[config.mk]
export PLATFORM = sky130hd
export DESIGN_NAME = command_line_tokenizer
export DESIGN_NICKNAME = d
export VERILOG_FILES = /design/src/rtl/clt_pkg.sv /design/src/rtl/command_line_tokenizer.sv /design/src/rtl/clt_ram.sv /design/src/rtl/clt_slot_add.sv
export SDC_FILE = /design/constraint.sdc
export NUM_CORES = 2
export LEC_CHECK = 0
export BUFFER_PORTS_ARGS = -buffer_cell sky130_fd_sc_hd__buf_2
export CORE_UTILIZATION = 30
export CTS_BUF_LIST = sky130_fd_sc_hd__clkbuf_16
export DETAILED_ROUTE_END_ITERATION = 10
export PLACE_DENSITY = 0.46
export REMOVE_ABC_BUFFERS = 1
export SYNTH_ARGS = -nofsm -noshare
export SYNTH_HDL_FRONTEND = slang
export SYNTH_HIERARCHICAL = 1
export SYNTH_SLANG_ARGS = --single-unit
export TNS_END_PERCENT = 5
[constraint.sdc]
create_clock -name clk_i -period 26.4 [get_ports clk_i]
set_input_delay 0 -clock clk_i [delete_from_list [all_inputs] [get_ports clk_i]]
set_output_delay 0 -clock clk_i [all_outputs]
set_load 0.01 [all_outputs]
[src/rtl/clt_pkg.sv]
// Shared types, codes and character helpers for the command line tokenizer.
package clt_pkg;

  // Request opcodes
  localparam logic [1:0] OP_FEED = 2'd0;
  localparam logic [1:0] OP_EAT  = 2'd1;
  localparam logic [1:0] OP_READ = 2'd2;

  // Event codes reported with each result
  localparam logic [1:0] EV_NONE  = 2'd0;
  localparam logic [1:0] EV_TOKEN = 2'd1;
  localparam logic [1:0] EV_ESC   = 2'd2;
  localparam logic [1:0] EV_OVF   = 2'd3;

  localparam logic [7:0] ESC_RESET = 8'd27;

  // Sequencer states
  typedef enum logic [2:0] {
    ST_IDLE,
    ST_DECODE,
    ST_SLOT,
    ST_WRITE,
    ST_HEAD,
    ST_READ,
    ST_CHECK,
    ST_DONE
  } state_e;

  // One result, packed from the highest field down to the lowest
  typedef struct packed {
    logic       read_valid;
    logic [7:0] read_char;
    logic       dropped_oldest;
    logic [1:0] event_res;
    logic [4:0] input_length;
    logic [3:0] token_count;
  } result_t;

  // Space and the 0x09..0x0D control range
  function automatic logic is_blank(input logic [7:0] c);
    is_blank = (c == 8'h20) || ((c >= 8'h09) && (c <= 8'h0D));
  endfunction

  // Upper-case a..z only
  function automatic logic [7:0] to_upper(input logic [7:0] c);
    to_upper = ((c >= 8'h61) && (c <= 8'h7A)) ? (c - 8'h20) : c;
  endfunction

endpackage

[src/rtl/command_line_tokenizer.sv]
// Command line tokenizer: top level with sequencer, slot ring and token stores.
// Sequence: ST_DECODE, then ST_SLOT with ST_WRITE or ST_READ and ST_CHECK, and ST_HEAD
// as needed; ST_DONE registers the result, waiting while the last one is unaccepted.
// One request at a time: the sequencer shares one slot adder and takes a new request only in ST_IDLE.
// Reset: token count, partial length, ring head and escape code (27) are set;
// token byte and length RAMs are left undefined and are never read unwritten.
module command_line_tokenizer #(
  parameter int MAX_TOKENS = 8,
  parameter int LINE_CHARS = 32
) (
  input  logic        clk_i,
  input  logic        rst_ni,
  // configuration: escape code
  input  logic        cfg_valid_i,
  output logic        cfg_ready_o,
  input  logic [7:0]  cfg_data_i,
  // request stream
  input  logic        s_axis_tvalid,
  output logic        s_axis_tready,
  input  logic [23:0] s_axis_tdata,  // char_in[7:0], eat_count[11:8], token_index[14:12],
                                     // char_pos[19:15], zero[23:20]
  input  logic [1:0]  s_axis_tuser,  // opcode[1:0]
  // result stream
  output logic        m_axis_tvalid,
  input  logic        m_axis_tready,
  output logic [23:0] m_axis_tdata   // token_count[3:0], input_length[8:4], event_res[10:9],
                                     // dropped_oldest[11], read_char[19:12],
                                     // read_valid[20], zero[23:21]
);

  localparam int SLOTS = MAX_TOKENS + 1;
  localparam int SW    = $clog2(SLOTS);
  localparam int CW    = $clog2(MAX_TOKENS + 1);
  localparam int LW    = $clog2(LINE_CHARS);
  localparam int DEPTH = SLOTS * LINE_CHARS;
  localparam int AW    = $clog2(DEPTH);

  // Sequencer and control state
  clt_pkg::state_e state_q, state_d;
  logic [7:0]      esc_q;
  logic [SW-1:0]   head_q, head_d;
  logic [CW-1:0]   count_q, count_d;
  logic [LW-1:0]   plen_q, plen_d;
  logic            m_valid_q, m_valid_d;

  // Request payload and per-request working values
  logic [1:0]      op_q;
  logic [7:0]      char_q;
  logic [3:0]      eat_q;
  logic [2:0]      tidx_q;
  logic [4:0]      pos_q;
  logic [SW-1:0]   slot_q, slot_d;
  logic [1:0]      ev_q, ev_d;
  logic            drop_q, drop_d;
  logic [7:0]      rchar_q, rchar_d;
  logic            rvalid_q, rvalid_d;
  clt_pkg::result_t out_q, out_d;

  logic            s_accept;
  logic [CW-1:0]   eat_n;
  logic [SW-1:0]   alu_b;
  logic [SW-1:0]   alu_sum;
  logic [AW-1:0]   slot_base;
  logic            pos_in_line;
  logic [LW-1:0]   rd_off;

  // RAM ports
  logic            byte_we;
  logic [AW-1:0]   byte_waddr;
  logic [7:0]      byte_wdata;
  logic [AW-1:0]   byte_raddr;
  logic [7:0]      byte_rdata;
  logic            len_we;
  logic [LW-1:0]   len_rdata;

  assign cfg_ready_o   = 1'b1;
  assign s_axis_tready = (state_q == clt_pkg::ST_IDLE);
  assign s_accept      = s_axis_tvalid && s_axis_tready;
  assign m_axis_tvalid = m_valid_q;
  assign m_axis_tdata  = {3'b000, out_q};

  // Leading tokens to remove, clamped to the stored count
  assign eat_n = (32'(eat_q) > 32'(count_q)) ? count_q : CW'(eat_q);

  // Byte addressing: slot row times line length plus offset
  assign slot_base   = AW'(32'(slot_q) * LINE_CHARS);
  assign pos_in_line = (32'(pos_q) < LINE_CHARS);
  assign rd_off      = pos_in_line ? LW'(pos_q) : '0;
  assign byte_waddr  = slot_base + AW'(plen_q);
  assign byte_raddr  = slot_base + AW'(rd_off);
  assign byte_wdata  = clt_pkg::to_upper(char_q);

  // Shared slot adder operand select
  always_comb begin
    case (state_q)
      clt_pkg::ST_SLOT: alu_b = (op_q == clt_pkg::OP_READ) ? SW'(tidx_q) : SW'(count_q);
      clt_pkg::ST_HEAD: alu_b = (op_q == clt_pkg::OP_EAT) ? SW'(eat_n) : SW'(1);
      default:          alu_b = SW'(count_q);
    endcase
  end

  clt_slot_add #(
    .SLOTS (SLOTS)
  ) u_slot_add (
    .base_i (head_q),
    .offs_i (alu_b),
    .sum_o  (alu_sum)
  );

  clt_ram #(
    .WIDTH (8),
    .DEPTH (DEPTH)
  ) u_byte_ram (
    .clk_i   (clk_i),
    .we_i    (byte_we),
    .waddr_i (byte_waddr),
    .wdata_i (byte_wdata),
    .raddr_i (byte_raddr),
    .rdata_o (byte_rdata)
  );

  clt_ram #(
    .WIDTH (LW),
    .DEPTH (SLOTS)
  ) u_len_ram (
    .clk_i   (clk_i),
    .we_i    (len_we),
    .waddr_i (slot_q),
    .wdata_i (plen_q),
    .raddr_i (slot_q),
    .rdata_o (len_rdata)
  );

  // Next state and datapath control
  always_comb begin
    state_d   = state_q;
    head_d    = head_q;
    count_d   = count_q;
    plen_d    = plen_q;
    slot_d    = slot_q;
    ev_d      = ev_q;
    drop_d    = drop_q;
    rchar_d   = rchar_q;
    rvalid_d  = rvalid_q;
    m_valid_d = m_valid_q;
    out_d     = out_q;
    byte_we   = 1'b0;
    len_we    = 1'b0;

    if (m_valid_q && m_axis_tready) begin
      m_valid_d = 1'b0;
    end

    case (state_q)
      clt_pkg::ST_IDLE: begin
        if (s_accept) begin
          ev_d     = clt_pkg::EV_NONE;
          drop_d   = 1'b0;
          rchar_d  = 8'h00;
          rvalid_d = 1'b0;
          state_d  = clt_pkg::ST_DECODE;
        end
      end

      clt_pkg::ST_DECODE: begin
        case (op_q)
          clt_pkg::OP_FEED: begin
            if (char_q == esc_q) begin
              count_d = '0;
              plen_d  = '0;
              ev_d    = clt_pkg::EV_ESC;
              state_d = clt_pkg::ST_DONE;
            end else if (clt_pkg::is_blank(char_q) && (plen_q == '0)) begin
              state_d = clt_pkg::ST_DONE;
            end else begin
              state_d = clt_pkg::ST_SLOT;
            end
          end
          clt_pkg::OP_EAT: state_d = clt_pkg::ST_HEAD;
          clt_pkg::OP_READ: begin
            if (32'(tidx_q) < 32'(count_q)) begin
              rvalid_d = 1'b1;
              state_d  = clt_pkg::ST_SLOT;
            end else begin
              state_d = clt_pkg::ST_DONE;
            end
          end
          default: state_d = clt_pkg::ST_DONE;
        endcase
      end

      // Ring slot of the partial buffer or of the token being read
      clt_pkg::ST_SLOT: begin
        slot_d  = alu_sum;
        state_d = (op_q == clt_pkg::OP_READ) ? clt_pkg::ST_READ : clt_pkg::ST_WRITE;
      end

      clt_pkg::ST_WRITE: begin
        if (clt_pkg::is_blank(char_q)) begin
          // Partial slot becomes a token; full ring drops its front
          len_we  = 1'b1;
          plen_d  = '0;
          ev_d    = clt_pkg::EV_TOKEN;
          if (32'(count_q) == MAX_TOKENS) begin
            drop_d  = 1'b1;
            state_d = clt_pkg::ST_HEAD;
          end else begin
            count_d = count_q + CW'(1);
            state_d = clt_pkg::ST_DONE;
          end
        end else begin
          byte_we = 1'b1;
          if (({1'b0, plen_q} + (LW+1)'(1)) == (LW+1)'(LINE_CHARS)) begin
            count_d = '0;
            plen_d  = '0;
            ev_d    = clt_pkg::EV_OVF;
          end else begin
            plen_d = plen_q + LW'(1);
          end
          state_d = clt_pkg::ST_DONE;
        end
      end

      // Advance the ring head past removed tokens
      clt_pkg::ST_HEAD: begin
        head_d = alu_sum;
        if (op_q == clt_pkg::OP_EAT) begin
          count_d = count_q - eat_n;
        end
        state_d = clt_pkg::ST_DONE;
      end

      clt_pkg::ST_READ: state_d = clt_pkg::ST_CHECK;

      clt_pkg::ST_CHECK: begin
        rchar_d = (pos_in_line && (32'(pos_q) < 32'(len_rdata))) ? byte_rdata : 8'h00;
        state_d = clt_pkg::ST_DONE;
      end

      clt_pkg::ST_DONE: begin
        if (!m_valid_q || m_axis_tready) begin
          out_d.token_count    = 4'(count_q);
          out_d.input_length   = 5'(plen_q);
          out_d.event_res      = ev_q;
          out_d.dropped_oldest = drop_q;
          out_d.read_char      = rchar_q;
          out_d.read_valid     = rvalid_q;
          m_valid_d            = 1'b1;
          state_d              = clt_pkg::ST_IDLE;
        end
      end

      default: state_d = clt_pkg::ST_IDLE;
    endcase
  end

  // Control registers
  always_ff @(posedge clk_i or negedge rst_ni) begin
    if (!rst_ni) begin
      state_q   <= clt_pkg::ST_IDLE;
      esc_q     <= clt_pkg::ESC_RESET;
      head_q    <= '0;
      count_q   <= '0;
      plen_q    <= '0;
      m_valid_q <= 1'b0;
    end else begin
      state_q   <= state_d;
      head_q    <= head_d;
      count_q   <= count_d;
      plen_q    <= plen_d;
      m_valid_q <= m_valid_d;
      if (cfg_valid_i && cfg_ready_o) begin
        esc_q <= cfg_data_i;
      end
    end
  end

  // Payload and working registers
  always_ff @(posedge clk_i) begin
    if (s_accept) begin
      op_q   <= s_axis_tuser;
      char_q <= s_axis_tdata[7:0];
      eat_q  <= s_axis_tdata[11:8];
      tidx_q <= s_axis_tdata[14:12];
      pos_q  <= s_axis_tdata[19:15];
    end
    slot_q   <= slot_d;
    ev_q     <= ev_d;
    drop_q   <= drop_d;
    rchar_q  <= rchar_d;
    rvalid_q <= rvalid_d;
    out_q    <= out_d;
  end

  // Checks
  a_count_bound: assert property (@(posedge clk_i) disable iff (!rst_ni)
    32'(count_q) <= MAX_TOKENS)
    else $error("token count above store size");

  a_plen_bound: assert property (@(posedge clk_i) disable iff (!rst_ni)
    32'(plen_q) < LINE_CHARS)
    else $error("partial length reached line limit");

  a_head_bound: assert property (@(posedge clk_i) disable iff (!rst_ni)
    32'(head_q) < SLOTS)
    else $error("ring head out of range");

  a_out_from_done: assert property (@(posedge clk_i) disable iff (!rst_ni)
    $rose(m_valid_q) |-> $past(state_q == clt_pkg::ST_DONE))
    else $error("result raised outside completion step");

endmodule

[src/rtl/clt_ram.sv]
// Generic single-write, single-read RAM with registered read data.
module clt_ram #(
  parameter int WIDTH = 8,
  parameter int DEPTH = 256
) (
  input  logic                     clk_i,
  input  logic                     we_i,
  input  logic [$clog2(DEPTH)-1:0] waddr_i,
  input  logic [WIDTH-1:0]         wdata_i,
  input  logic [$clog2(DEPTH)-1:0] raddr_i,
  output logic [WIDTH-1:0]         rdata_o
);

  logic [WIDTH-1:0] mem_q [DEPTH];
  logic [WIDTH-1:0] rdata_q;

  always_ff @(posedge clk_i) begin
    if (we_i) begin
      mem_q[waddr_i] <= wdata_i;
    end
    rdata_q <= mem_q[raddr_i];
  end

  assign rdata_o = rdata_q;

endmodule

[src/rtl/clt_slot_add.sv]
// Shared modular adder over the token slot ring.
module clt_slot_add #(
  parameter int SLOTS = 9
) (
  input  logic [$clog2(SLOTS)-1:0] base_i,
  input  logic [$clog2(SLOTS)-1:0] offs_i,
  output logic [$clog2(SLOTS)-1:0] sum_o
);

  localparam int SW = $clog2(SLOTS);

  logic [SW:0] raw;
  logic [SW:0] wrapped;

  // Both operands are below SLOTS, so one conditional subtract wraps the sum
  assign raw     = {1'b0, base_i} + {1'b0, offs_i};
  assign wrapped = raw - (SW+1)'(SLOTS);
  assign sum_o   = (raw >= (SW+1)'(SLOTS)) ? wrapped[SW-1:0] : raw[SW-1:0];

endmodule
# Yosys cells after proc, flatten, opt, wreduce, memory -nomap -nowiden

Memories as Yosys holds them, arrays and structs flattened. A register that Yosys moved wholly into a read port is not among the register bits.
Cells that the tools add are included.

Output and inout bits: 27
Memories: 2
Input bits: 39
RAM bits: 2349
Bits in registers: 84
Logic and storage cells: 146

$add $sub $neg: 9
Equal/unequal tests: 24
Magnitude comparators: 8
Reductions and logical operators: 26
Mux-type cells: 55

Memories:

| memory           | words | bits a word | read ports | clocked after Yosys merged registers in | wr ports | RTL line      | RTL |
|---|---|---|---|---|---|---|---|
| u_byte_ram.mem_q | 288   | 8           | 1          | 1                                       | 1        | clt_ram.sv:14 | `logic [WIDTH-1:0] mem_q [DEPTH];` |
| u_len_ram.mem_q  | 9     | 5           | 1          | 1                                       | 1        | clt_ram.sv:14 |  |

Operators by type and width:

| kind                | number |
|---|---|
| $mux 4              | 10 |
| $mux 8              | 3 |
| $mux 3              | 7 |
| $pmux 3 s7          | 1 |
| $mux 5              | 4 |
| $add 9x5->9         | 2 |
| $mux 1              | 16 |
| $pmux 8 s2          | 1 |
| $ne 2x2->1 const B  | 7 |
| $eq 3x3->1 const B  | 4 |
| $mux 2              | 6 |
| $pmux 4 s3          | 1 |
| $pmux 5 s2          | 1 |
| $pmux 3 s3          | 1 |
| $eq 8x6->1 const B  | 1 |
| $eq 8x8->1          | 1 |
| $ge 8x4->1 const B  | 1 |
| $ge 8x7->1 const B  | 1 |
| $le 8x4->1 const B  | 1 |
| $le 8x7->1 const B  | 1 |
| $pmux 4 s2          | 1 |
| $reduce_and 4->1    | 2 |
| $reduce_bool 2->1   | 4 |
| $sub 8x6->8 const B | 1 |
| 32 further kinds    | 44 |

# Logic depth before layout (Yosys ltp)

Word-level depth: 8
Depth in mapped cells: 18
Depth with buffers taken out: 17

# Hierarchy

Netlist, hierarchy kept.

By module, submodules not included:

| module                 | times used | area an instance (um^2) | cells an instance |
|---|---|---|---|
| clt_ram (u_byte_ram)   | 1          | 90086.4                 | 4286 |
| command_line_tokenizer | 1          | 3921.3                  | 318 |
| clt_ram (u_len_ram)    | 1          | 1931.9                  | 112 |
| clt_slot_add           | 1          | 275.3                   | 33 |

# Least setup slack after synthesis

OpenSTA, ideal clock, no wires.

Path type: reg-to-reg
Start: reg char_q[0]
End: mem u_byte_ram.mem_q[0][6], data pin
Data required time: 24.649 ns
Stages on the path, launching flop included: 5
Data arrival time: 12.001 ns
Path slack: 12.648 ns
Cell sequence: edfxtp_1 -> a21oi_1 -> o21ai_0 -> nor4_1 -> a21oi_1

Longest elaborated chain between the ends: 3
Elaborated cells between the ends (all ways): 5

Ends and longest elaborated chain:

| item                                            | RTL line                      | RTL |
|---|---|---|
| start, declared                                 | command_line_tokenizer.sv:48  | `logic [7:0] char_q;` |
| start signal, assigned                          | command_line_tokenizer.sv:282 | `char_q <= s_axis_tdata[7:0];` |
| $ge 8x7->1 / $le 8x7->1 (equally long branches) | clt_pkg.sv:46                 | `to_upper = ((c >= 8'h61) && (c <= 8'h7A)) ? (c - 8'h20) : c;` |
| $logic_and 1x1->1                               | clt_pkg.sv:46                 |  |
| $mux 8 *                                        | clt_pkg.sv:46                 |  |
| via byte_wdata[6]                               | command_line_tokenizer.sv:70  | `logic [7:0] byte_wdata;` |
| end, declared                                   | clt_ram.sv:14                 |  |

Mark *: on every way through the listed nets, which the timed path passes. The rest lies on a longest branch.

# Worst setup path in the final report

Start: reg pos_q[0]
End: reg u_byte_ram.rdata_q[5], in the netlist u_byte_ram/rdata_o[5] (read register of u_byte_ram.mem_q)

Longest elaborated chain between the ends: 1

Ends and longest elaborated chain:

| item                   | RTL line                      | RTL |
|---|---|---|
| start, declared        | command_line_tokenizer.sv:51  | `logic [4:0] pos_q;` |
| start signal, assigned | command_line_tokenizer.sv:285 | `pos_q <= s_axis_tdata[19:15];` |
| $add 9x5->9            | command_line_tokenizer.sv:90  | `assign byte_raddr = slot_base + AW'(rd_off);` |
| end, declared          | clt_ram.sv:15                 | `logic [WIDTH-1:0] rdata_q;` |

Every way passes these cells.
A chain may end at the register's enable or synchronous reset.

==> impl_metrics.ini <==
[cells_and_area]
fill_cells = 29943
drive_gt1_frac = 0.2183
mostFrequentLayoutCells = edfxtp_1 (2408), mux4_2 (525), nor2_1 (358), clkbuf_16 (284), mux2i_1 (220)
finish.instance_area_mm2 = 0.1102
layout_commonest_cell = edfxtp_1
multiInputGateArea_mm2 = 0.02139
area_growth_pct = 14.51
regArea_mm2 = 0.07320
nNetsFinal = 5072

[die]
die_h_um = 568.3
ios = 66
die_w_um = 568.3
dieArea_mm2 = 0.3230
initial_core_util = 0.3020
rows = 207
core_mm2 = 0.3186

[setup_path]
start_kind = flop
end_kind = flop
path_common_cell = buf_4
crit_fanout = 90
critPathSlowestCell = buf_4
critical_path.cell_chain = buf_4, buf_4, buf_4, buf_12, buf_4, mux4_1, mux4_2, a2111oi_0, nand4bb_1, a32o_1
critical_path_class = flop to flop
slowest_delay_ns = 0.83
cp_data_required_time_ns = 27.15
critPathArrivalTime_ns = 7.61
crit_family = buffers and inverters
crit_buf_inv = 5

[detailed_routing]
wire_per_inst_um = 30.68
num_vias = 49029
drtIter0Drc = 4833
routed_wirelength_mm = 287.6
post-route-drc-count = 0
dr.pass1.iters = 6
vias_per_cell = 5.230
ant_nets = 0

[clock_network]
cts_sinks = 2446
cts_tree = yes
clkLatencyLatePin_ns = 0.86
clk_pin_slew_ns = 0.06
cts_max_path_buffers = 4
cts-resized-gates = 0
htreeDepth = 5
cts_root_buffer = clkbuf_16
cts_buffers = 277

[power_and_ir_drop]
max-vdd-ir-drop_mv = 0.06797
power.density_mw_per_mm2 = 79.95
p_leak_nw = 34.57

[timing]
drv_slew = 0
fin_ws_ns = 19.54
finalHoldViolCount = 0
tightest_slew_ns = 1.308
fin_crit_sh = 0.2598
period_needed_ns = 6.860
slew_headroom = 0.1196
rsz0062_at_grt = false
finalSetupViolCount = 0
clock_skew_ns = 0.06426
fmax_mhz = 145.8

[logic_synthesis]
synth_area_mm2 = 0.09621
synth_area_leader_cell = edfxtp_1
yosys_warnings = 6
synth_adder_area_share = 0.003797
ys_top_cells_by_area = edfxtp_1 (75%), mux4_2 (12%), mux2i_1 (2.3%)
syn_avg_cell_area_um2 = 20.26
synth_xor_area_frac = 0.001365
muxShareOfSynthArea = 0.1516
synth.distinct_cells = 92
yosys.area.top_type_share = 0.7515
synth-simple-area-share = 0.03447
synthFlopType = edfxtp_1
ys_ff_latch = 2446
yosysSeqAreaShare = 0.7608
synth_compound_area_frac = 0.02939
async_flop_share = 0.01022
synth_edf_count = 2408
synth_top_family_by_area = multiplexers
netlist_instances = 4749

[worst_hold_path]
hp-class = input pin to flop

[grt]
grt_pass1_vias = 49703
grt_max_degree = 230
antenna_found_initial = 12
grt_first_pass_wirelength_mm = 402.0
track_usage = 0.1757
grt_overflow = 0

[placement]
dp_hpwl_mm = 170.6
post_dp_cell_area_mm2 = 0.1012
place.gp.congestion = 0.7929
post-place-ws_ns = 19.47
port_buffers = 57

[run]
maxCapViolations = 0

[outcome]
outcome = finished clean
==> cell usage after synthesis (all sizes together), types with 49 or more instances <==
| cell | instances |
|---|---|
| nor2 | 359 |
| o221ai | 49 |
| mux2i | 220 |
| a21oi | 74 |
| edfxtp | 2408 |
| clkbuf | 95 |
| o21ai | 55 |
| mux4 | 531 |
| nand3 | 53 |
| nand2 | 200 |
| buf | 174 |
| o22ai | 70 |
==> worst reg2reg max path: stages, from the launching register on <==
cell and delay (ns):
edfxtp_1 0.34, buf_4 0.45, buf_4 0.73, buf_4 0.79
buf_12 0.52, buf_4 1.18, mux4_1 0.70, mux4_2 0.64
a2111oi_0 0.50, nand4bb_1 0.51, a32o_1 0.44
==> what timing repair did <==
item / CTS / global route
setup endpoints to repair: 0 / 0
hold endpoints to repair: 91 / 0
setup buffers: 0 / 0
hold buffers: 74 / 0
==> metrics by stage <==
| step | utilization | cells | setup TNS, ns | hold WS, ns | power (mW) |
|---|---|---|---|---|---|
| CTS | 0.3458 | 9370 | 0 | 0.03613 | 8.902 |
| floorplan | - | 4482 | -3.371 | -0.2956 | 5.075 |
| global placement | 0.3178 | 8832 | 0 | 0.07796 | 5.336 |
| detailed placement | 0.3178 | 8832 | 0 | 0.08682 | 5.342 |
| finish | 0.3458 | 9374 | 0 | 0.1021 | 8.809 |
| global route | 0.3458 | 9372 | 0 | 0.07178 | 9.081 |
==> where the power goes <==
part           internal (mW)  switching (mW)  leakage, nW
Sequential              4.34          0.0380         22.1
Combinational          0.269           0.619         8.20
Clock                   2.02            1.52         4.27
==> registers in the layout (all words and copies together) (netlist names), 5 cells and up <==
register,flops
rchar_q,8
plen_q,5
u_len_ram/rdata_o,5
u_byte_ram/rdata_o,8
pos_q,5
esc_q,8
m_axis_tdata,21
u_len_ram/mem_q,45
char_q,8
u_byte_ram/mem_q,2304
==> path summary, 6_finish.rpt <==
kind,to,depth (start not counted),slack [ns],startpoint
max reg2reg,u_byte_ram/rdata_o[5],10,19.54,pos_q[0]
max in group asynchronous,head_q[2],4,25.92,rst_ni
min reg2reg,m_axis_tdata[14],0,0.42,rchar_q[2]
max,u_byte_ram/rdata_o[5],10,19.54,pos_q[0]
min in group asynchronous,esc_q[4],3,0.30,rst_ni
min,state_q[0],4,0.10,s_axis_tvalid
==> cell families after synthesis <==
group | Yosys count
and+or+nand+nor | 764
DFF | 2446
AOI/OAI and AO/OA | 403
adders and majority gates | 28
xor gates and xnor gates | 15
muxes | 787
buffers and inverters | 304
other | 2
==> per-layer routing <==
metal,vias up,wire [µm],global-route usage
li1,20074,-,-
met1,26887,126500,0.2470
met2,1635,136000,0.2813
met3,429,16560,0.02768
met4,4,8441,0.05015
met5,-,27,0
==> cell type report <==
cell class,instances,share of cell area
Clock buffer,284,0.06451
Sequential cell,2446,0.6644
Multi-Input combinational cell,2001,0.1942
Timing Repair Buffer,244,0.01847
Antenna cell,4,0.00009086
Clock inverter,180,0.009574
Inverter,35,0.001272
Tap cell,4180,0.04747
Power figures use the tool's default switching activity.
